$ cat config.mk
export PLATFORM = sky130hd
export DESIGN_NAME = sorted_priority_queue
export DESIGN_NICKNAME = d
export VERILOG_FILES = /design/src/hw/rtl/spq_pkg.sv /design/src/hw/rtl/sorted_priority_queue.sv /design/src/hw/rtl/spq_cell.sv
export SDC_FILE = /design/constraint.sdc
export NUM_CORES = 2
export LEC_CHECK = 0
export ABC_AREA = 1
export BUFFER_PORTS_ARGS = -buffer_cell sky130_fd_sc_hd__buf_2
export CAP_MARGIN = 10
export CORE_MARGIN = 2
export CORE_UTILIZATION = 45
export CTS_CLUSTER_SIZE = 16
export DETAILED_ROUTE_END_ITERATION = 8
export GPL_TIMING_DRIVEN = 0
export PLACE_DENSITY = 0.68
export SKIP_LAST_GASP = 1
export SYNTH_ARGS = -nofsm -noshare
export SYNTH_HDL_FRONTEND = slang
export SYNTH_SLANG_ARGS = --single-unit
$ cat constraint.sdc
create_clock -name clk_i -period 5.7 [get_ports clk_i]
set_input_delay 1.14 -clock clk_i [delete_from_list [all_inputs] [get_ports clk_i]]
set_output_delay 1.14 -clock clk_i [all_outputs]
set_load 0.005 [all_outputs]
$ cat src/hw/rtl/spq_pkg.sv
`timescale 1ns / 1ps

package spq_pkg;

  localparam int Depth  = 16;
  localparam int ValueW = 32;
  localparam int CountW = $clog2(Depth + 1);
  localparam int CapW   = 5;

  localparam logic [CapW-1:0] CapacityReset = CapW'(16);

  localparam logic ModeEnqueue = 1'b0;
  localparam logic ModeDequeue = 1'b1;

  localparam logic [1:0] StInserted = 2'd0;
  localparam logic [1:0] StRemoved  = 2'd1;
  localparam logic [1:0] StEmpty    = 2'd2;
  localparam logic [1:0] StFull     = 2'd3;

  // broadcast to every cell of the row
  typedef struct packed {
    logic              ins;
    logic              deq;
    logic [ValueW-1:0] value;
  } cell_ctrl_t;

endpackage

$ cat src/hw/rtl/sorted_priority_queue.sv
// Minimum priority queue held in a row of 16 compare-and-shift cells kept in
// ascending order; equal values leave in arrival order. Every cell compares
// its entry with the new value in parallel and shifts in the same clock, so an
// item can be accepted every cycle while in_stall_o is low and its result
// appears in the output register on the next cycle. in_stall_o only rises
// while a finished result is held by out_stall_i. The capacity register is
// written through cfg_valid_i/cfg_ready_o, always ready, and its value is
// saturated to the 16 cells of the row; write it only while the queue has no
// result pending.
`timescale 1ns / 1ps

module sorted_priority_queue (
  input  logic                          clk_i,
  input  logic                          rst_ni,
  input  logic                          in_valid_i,
  output logic                          in_stall_o,
  input  logic                          mode_i,
  input  logic signed [spq_pkg::ValueW-1:0] value_in_i,
  output logic                          out_valid_o,
  input  logic                          out_stall_i,
  output logic signed [spq_pkg::ValueW-1:0] value_out_o,
  output logic [1:0]                    status_o,
  output logic [spq_pkg::CountW-1:0]    count_out_o,
  input  logic                          cfg_valid_i,
  output logic                          cfg_ready_o,
  input  logic [spq_pkg::CapW-1:0]      cfg_capacity_i
);
  import spq_pkg::*;

  logic [CountW-1:0] count_q, count_d;
  logic [CapW-1:0]   capacity_q;
  logic              out_valid_q;
  logic [ValueW-1:0] value_out_q, value_out_d;
  logic [1:0]        status_q, status_d;
  logic [CountW-1:0] count_out_q;

  logic       accept, full, empty;
  int         cap_eff;
  cell_ctrl_t ctrl;

  logic [Depth-1:0]             occ;
  logic [Depth-1:0]             take;
  logic [Depth-1:0][ValueW-1:0] cell_value;

  assign cfg_ready_o = 1'b1;
  assign in_stall_o  = out_valid_q && out_stall_i;
  assign accept      = in_valid_i && !in_stall_o;

  assign cap_eff = (int'(capacity_q) > Depth) ? Depth : int'(capacity_q);
  assign full    = int'(count_q) >= cap_eff;
  assign empty   = (count_q == '0);

  assign ctrl.ins   = accept && (mode_i == ModeEnqueue) && !full;
  assign ctrl.deq   = accept && (mode_i == ModeDequeue) && !empty;
  assign ctrl.value = value_in_i;

  for (genvar i = 0; i < Depth; i++) begin : g_cell
    logic              left_take;
    logic [ValueW-1:0] left_value, right_value;

    assign occ[i] = count_q > CountW'(i);

    if (i == 0) begin : g_first
      assign left_take  = 1'b0;
      assign left_value = ctrl.value;
    end else begin : g_mid
      assign left_take  = take[i-1];
      assign left_value = cell_value[i-1];
    end

    if (i == Depth - 1) begin : g_last
      assign right_value = cell_value[i];
    end else begin : g_inner
      assign right_value = cell_value[i+1];
    end

    spq_cell u_cell (
      .clk_i         (clk_i),
      .ctrl_i        (ctrl),
      .occ_i         (occ[i]),
      .left_take_i   (left_take),
      .left_value_i  (left_value),
      .right_value_i (right_value),
      .take_o        (take[i]),
      .value_o       (cell_value[i])
    );
  end

  always_comb begin
    count_d     = count_q;
    value_out_d = '0;
    if (mode_i == ModeEnqueue) begin
      if (full) begin
        status_d = StFull;
      end else begin
        status_d = StInserted;
        count_d  = count_q + CountW'(1);
      end
    end else begin
      if (empty) begin
        status_d = StEmpty;
      end else begin
        status_d    = StRemoved;
        value_out_d = cell_value[0];
        count_d     = count_q - CountW'(1);
      end
    end
  end

  always_ff @(posedge clk_i or negedge rst_ni) begin
    if (!rst_ni) begin
      count_q     <= '0;
      capacity_q  <= CapacityReset;
      out_valid_q <= 1'b0;
    end else begin
      if (cfg_valid_i && cfg_ready_o) begin
        capacity_q <= cfg_capacity_i;
      end
      if (accept) begin
        count_q     <= count_d;
        out_valid_q <= 1'b1;
      end else if (!out_stall_i) begin
        out_valid_q <= 1'b0;
      end
    end
  end

  always_ff @(posedge clk_i) begin
    if (accept) begin
      value_out_q <= value_out_d;
      status_q    <= status_d;
      count_out_q <= count_d;
    end
  end

  assign out_valid_o = out_valid_q;
  assign value_out_o = value_out_q;
  assign status_o    = status_q;
  assign count_out_o = count_out_q;

`ifndef NO_ASSERTIONS
  a_count_bound: assert property (@(posedge clk_i) disable iff (!rst_ni)
    int'(count_q) <= Depth)
    else $error("stored count beyond the cell row");

  a_insert_count: assert property (@(posedge clk_i) disable iff (!rst_ni)
    ctrl.ins |=> (count_q == $past(count_q) + CountW'(1)) && (status_q == StInserted))
    else $error("insert did not grow the count");

  a_remove_count: assert property (@(posedge clk_i) disable iff (!rst_ni)
    ctrl.deq |=> (count_out_q == $past(count_q) - CountW'(1)) && (status_q == StRemoved))
    else $error("remove did not shrink the count");

  a_refused_zero: assert property (@(posedge clk_i) disable iff (!rst_ni)
    out_valid_q && (status_q == StEmpty || status_q == StFull) |-> value_out_q == '0)
    else $error("refused item carries a value");

  a_result_follows: assert property (@(posedge clk_i) disable iff (!rst_ni)
    accept |=> out_valid_q)
    else $error("accepted item gave no result");
`endif

endmodule

$ cat src/hw/rtl/spq_cell.sv
`timescale 1ns / 1ps

module spq_cell (
  input  logic                           clk_i,
  input  spq_pkg::cell_ctrl_t            ctrl_i,
  input  logic                           occ_i,
  input  logic                           left_take_i,
  input  logic [spq_pkg::ValueW-1:0]     left_value_i,
  input  logic [spq_pkg::ValueW-1:0]     right_value_i,
  output logic                           take_o,
  output logic [spq_pkg::ValueW-1:0]     value_o
);
  import spq_pkg::*;

  logic [ValueW-1:0] value_q, value_d;
  logic              gt;

  // the new item lands at or before this cell
  assign gt     = occ_i && ($signed(value_q) > $signed(ctrl_i.value));
  assign take_o = gt || !occ_i;

  always_comb begin
    value_d = value_q;
    if (ctrl_i.ins) begin
      if (left_take_i) begin
        value_d = left_value_i;
      end else if (take_o) begin
        value_d = ctrl_i.value;
      end
    end else if (ctrl_i.deq) begin
      value_d = right_value_i;
    end
  end

  always_ff @(posedge clk_i) begin
    value_q <= value_d;
  end

  assign value_o = value_q;

endmodule

# ---- Word level (Yosys, flattened, before mapping)
# Cells that the tools add are included.
dict set report classes {
  n_mux 70
  n_reduce_logical 77
  bitwise 1
  addsub 2
  n_eq_ne 16
  magnitude_cmp 34
}
# cell n
set op_table {}
lappend op_table {{$mux 32} 61}
lappend op_table {{$gt 32x32->1} 16}
lappend op_table {{$ne 3x1->1 const B} 14}
lappend op_table {{$gt 5x4->1 const B} 8}
lappend op_table {{$reduce_and 2->1} 16}
lappend op_table {{$logic_and 1x1->1} 22}
lappend op_table {{$gt 5x3->1 const B} 4}
lappend op_table {{$mux 5} 4}
lappend op_table {{$logic_not 1->1} 19}
lappend op_table {{$logic_or 1x1->1} 16}
lappend op_table {{$gt 5x1->1 const B} 2}
lappend op_table {{$gt 5x2->1 const B} 2}
lappend op_table {{$mux 2} 3}
lappend op_table {{$add 5x1->5 const B} 1}
lappend op_table {{$ge 5x5->1} 1}
lappend op_table {{$gt 5x5->1 const B} 1}
lappend op_table {{$logic_not 5->1} 1}
lappend op_table {{$sub 5x1->5 const B} 1}
lappend op_table {{$ne 2x1->1 const B} 2}
lappend op_table {{$reduce_bool 2->1} 2}
lappend op_table {{$mux 1} 2}
lappend op_table {{$reduce_or 2->1} 1}
lappend op_table {{$not 1->1} 1}
dict set report word_totals {
  reg_bits 562
}

# ---- Depth between registers and ports, before layout
dict set report depth {
  depth_word 7
  depth_mapped 21
}

# ---- By module
# From an unflattened synthesis, not the netlist that was laid out.
dict set report hier_totals {
  hier_cells 5516
  area_unflattened_um2 42585.8
}
# mod seq_area_each_um2 area_each_um2 instances cells_per_inst
set by_module_without_submodules {}
lappend by_module_without_submodules {spq_cell 960.9 2499.9 16 327}
lappend by_module_without_submodules {sorted_priority_queue 1447.6 2587.5 1 284}

# ---- Least setup slack after synthesis
# Ideal clock, no wire load.
dict set report synth_timing {
  path_type {input to register}
  start {input out_stall_i}
  end {register g_cell[15].u_cell.value_q[0] (enable)}
  path_slack_ps -122
  arrival_time_ps 5400
  n_path_buf 1
  stages 8
  setup_time_ps 422
  cell_sequence {nand2_1 inv_2 nor2_1 inv_2 nor2_8 inv_4 clkbuf_1 nor2_1}
}
dict set report synth_between {
  elab_chain_cells 6
}
# item line_no
set synth_rtl {}
lappend synth_rtl {{from (decl)} sorted_priority_queue.sv:20} ;# input logic out_stall_i,
lappend synth_rtl {{$logic_and 1x1->1} sorted_priority_queue.sv:46} ;# assign in_stall_o = out_valid_q && out_stall_i;
lappend synth_rtl {{net in_stall_o} sorted_priority_queue.sv:16} ;# output logic in_stall_o,
lappend synth_rtl {{$logic_not 1->1} sorted_priority_queue.sv:47} ;# assign accept = in_valid_i && !in_stall_o;
lappend synth_rtl {{$logic_and 1x1->1} sorted_priority_queue.sv:47}
lappend synth_rtl {{net accept} sorted_priority_queue.sv:37} ;# logic accept, full, empty;
lappend synth_rtl {{$logic_and 1x1->1 (2 in series)} sorted_priority_queue.sv:53} ;# assign ctrl.ins = accept && (mode_i == ModeEnqueue) && !full;
lappend synth_rtl {{$reduce_and 2->1 (no source line)} --}
lappend synth_rtl {{to (signal assigned)} spq_cell.sv:36} ;# value_q <= value_d;
lappend synth_rtl {{to (decl)} spq_cell.sv:15} ;# logic [ValueW-1:0] value_q, value_d;
# The timed path passes the listed nets, and every way through them passes these cells.
# A chain may end at the register's enable or synchronous reset.

# ---- Worst setup path after layout
dict set report layout_timing {
  start {input value_in_i[31] (netlist bit)}
  end {register g_cell[12].u_cell.value_q[5] (enable)}
}
dict set report layout_between {
  elab_chain_cells 5
}
# item line_no
set layout_rtl {}
lappend layout_rtl {{from (decl)} sorted_priority_queue.sv:18} ;# input logic signed [spq_pkg::ValueW-1:0] value_in_i,
lappend layout_rtl {{$gt 32x32->1} spq_cell.sv:19} ;# assign gt = occ_i && ($signed(value_q) > $signed(ctrl_i.value));
lappend layout_rtl {{$logic_and 1x1->1} spq_cell.sv:19}
lappend layout_rtl {{$logic_or 1x1->1} spq_cell.sv:20} ;# assign take_o = gt || !occ_i;
lappend layout_rtl {{$ne 3x1->1 (no source line) *} --}
lappend layout_rtl {{$reduce_and 2->1 (no source line) *} --}
lappend layout_rtl {{to (signal assigned)} spq_cell.sv:36}
lappend layout_rtl {{to (decl)} spq_cell.sv:15}
# Every way passes the cells marked *; elsewhere a longest branch is shown, timed or not.

==> impl_metrics.csv <==
group,metric,value,unit
sta,fin_crit,4.984,ns
die,rows,113,
cells_and_area,drive_gt1_share,7.767,%
global_routing,grt_use_total,26.72,%
cells_and_area,stdcell_area,47940,um^2
outcome,status,"finished, final reports clean",
sta,final.period_utilization,87.44,%
worst_setup_path,path_common_cell,"nand2_1",
cells_and_area,layoutNonFillerInstCount,7110,
sta,fin_worst_skew,0.02201,ns
place,placed_area,45760,um^2
synth,syn_area_per_cell,7.709,um^2
place,dp_hpwl,106600,um
global_routing,grt_overflow,0,
power_and_ir_drop,switchingPower,11.51,mW
synth,yosysTopAreaCellShare,38.17,%
synth,synthTopCellsByCount,"nand2_1, nand3_1, inv_1",
global_routing,grt_pass1_vias,37880,
worst_setup_path,path_max_fanout,25,
place,gp_congestion,0.9192,
synth,synth_edf_count,551,
worst_setup_path,critPathLaunchType,"input port",
synth,ys_seq_area_share,38.81,%
synth,synth-seq-cells,562,
worst_setup_path,arrival,5.33,ns
global_routing,grt_max_degree,37,
power_and_ir_drop,finalPower,25.16,mW
power_and_ir_drop,p_per_area,524.8,nW/um^2
worst_setup_path,crit_path_end_kind,"flop",
cts,cts_root_buffer,"clkbuf_16",
synth,synth_top_area_cell,"edfxtp_1",
synth,synthTopCellsByArea,"edfxtp_1, nand2_1, ha_1",
die,die_y,314.4,um
place,placed_cells,6983,
power_and_ir_drop,p_int,13.65,mW
die,die_w,314.4,um
cells_and_area,multi_input_area,22490,um^2
flow_run,cap_violations,0,
worst_setup_path,slowest_stage,"clkbuf_2",
cts,hold_buffers,0,
cts,cts_tree,"built",
cts,postCtsSetupBuffers,0,
cts,cts_buffer_depth,3,
cts,clk_transition_reported_paths,0.06,ns
sta,rsz0062_at_grt,"false",
global_routing,antenna_found_initial,1,
drt,vias,38820,
synth,yosysWarnings,0,
worst_setup_path,required,6.04,ns
drt,viasPerCell,5.459,
cells_and_area,n_fill_cell,9275,
cells_and_area,fin_nets,6354,
power_and_ir_drop,seqPwrFrac,32.5,%
drt,drtIter0Drc,3611,
cts,cts_sinks,562,
synth,netlist_instances,5623,
sta,final_hold_viol_count,0,
cells_and_area,area_growth,10.59,%
drt,dr.pass1.iters,6,
drt,postRouteAntennaNets,0,
synth,netlist_area,43350,um^2
die,initial_core_util,45.49,%
drt,avgRoutedWirePerCell,18.80,um
power_and_ir_drop,comb_power_share,49.8,%
cts,cts-htree-levels,3,
die,die_area,98830,um^2
cts,cts_buffers,69,
sta,worstMarginPinSlew,1.211,ns
global_routing,grt_pass1_wl,207900,um
sta,drv_slew,0,
cells_and_area,diodes,0,
drt,route.detailed.drc,0,
synth,synth_most_common_cell,"nand2_1",
synth,ys.flop_type,"edfxtp_1",
worst_setup_path,crit_chain,"buf_2 > inv_1 > clkbuf_2 > ha_1 > nand2_1 > nor2_1 > nand2_1 > nor4_2 > nand2_1 > nand3_1 > nand3_2 > nand2_2 > buf_2 > nand2_1 > nand2_1 > buf_16",
hold_path,hold_path_class,"in2async",
power_and_ir_drop,p_clk_share,17.7,%
die,io-pin-count,85,
cells_and_area,seq_area,16820,um^2
power_and_ir_drop,p_leak,23.81,nW
power_and_ir_drop,swShare,45.75,%
drt,routed_wl,133700,um
synth,synthArstFlopShare,1.957,%
sta,finalSetupViolations,0,
place,io_buffers,82,
worst_setup_path,slowest_delay,0.67,ns
cts,worstSkewPairLatency,0.64,ns
worst_setup_path,criticalPathCategory,"in2reg",
worst_setup_path,reg2reg_slack,1.83,ns
sta,slew_headroom,18.73,%
synth,syn_nets,6188,
cts,post_cts_resized,0,
die,core,95290,um^2
synth,synth_cell_types,40,
sta,fmax,200.6,MHz
power_and_ir_drop,ir_worst_vdd,0.3128,mV
==> sequential cells by signal (all words and copies together) (netlist names) <==
name and cells:
out_valid_o 1, count_out_o 5, g_cell.u_cell.value_o 512, count_q 5, value_out_o 32, status_o 2
capacity_q 5
==> worst paths after layout <==
| check | to | startpoint | cells after the start |
|---|---|---|---|
| hold / removal | count_q[4] | rst_ni | 1 |
| setup reg to reg | g_cell[15].u_cell.value_o[7] | capacity_q[4] | 11 |
| min in group clk_i | out_valid_o | out_valid_o | 2 |
| setup / recovery | g_cell[12].u_cell.value_o[5] | value_in_i[31] | 16 |
| hold reg to reg | out_valid_o | out_valid_o | 2 |
| max in group asynchronous | capacity_q[4] | rst_ni | 1 |
==> power groups by stage <==
stage / logic [mW] / clock network (mW) / registers [mW]
detailed placement: 12.3 / 0 / 8.21
floorplan: 8.87 / 0 / 7.72
CTS: 12.4 / 4.48 / 8.14
global placement: 11.6 / 0 / 8.25
global route: 14.1 / 4.62 / 8.32
finish: 12.5 / 4.45 / 8.19
==> layout make-up <==
cell class              count  share of cell area (%)
clock buffers              94                   3.887
inverters                 618                   4.850
repair buffers             95                   1.571
flip-flops and latches    562                   35.09
clock inverters            33                  0.6604
multi-input cells        4166                   46.91
plain buffers             277                   3.730
well taps                1265                   3.302
==> worst max-delay path: cells and delay by family <==
family	cells	cell delay (ns)
adder cells (fa/ha/maj)	1	0.41
buffers and inverters	5	1.63
AND/OR/NAND/NOR	10	2.10
==> cell usage in the layout, fill, tap and decap left out, types with 10 or more instances in the layout <==
master,Yosys,final
a21oi_1,251,251
buf_16,0,11
buf_2,74,156
buf_4,58,58
buf_6,53,53
clkbuf_1,91,83
clkbuf_16,0,71
clkbuf_2,1,32
clkinv_1,0,16
dfrtp_1,10,10
edfxtp_1,551,551
ha_1,522,522
inv_1,613,613
nand2_1,1991,1989
nand2_2,8,10
nand3_1,935,935
nand3_2,11,11
nand4_1,37,37
nor2_1,179,175
nor3_1,10,10
nor4_2,10,10
o21a_1,28,28
o21ai_0,138,138
o21ai_1,10,10
==> stage by stage <==
step	worst slack [ns]	hold WS (ns)	utilization, %	TNS, ns
global route	0.6028	0.3739	50.30	0
detailed placement	0.1915	0.4869	48.02	0
CTS	0.8580	0.3438	50.30	0
floorplan	0.5796	0.4811	-	0
global placement	-1.784	0.4792	47.58	-498.37
finish	0.7158	0.3664	50.30	0
==> routing by layer <==
layer	part of all wire [%]	GRT usage (%)
met5	0	0
met4	4.4	11.59
met3	6.1	3.248
met2	48	46.12
met1	42	33.64
==> logic make-up after synthesis <==
family	synth area share, %
flops	38.81
xor+xnor	0.08081
mux	0.07793
other cells	0.008651
simple gates	31.28
fa+ha+maj	15.07
compound gates	5.274
buf+inv	9.398
(Power assumes the default switching activity.)
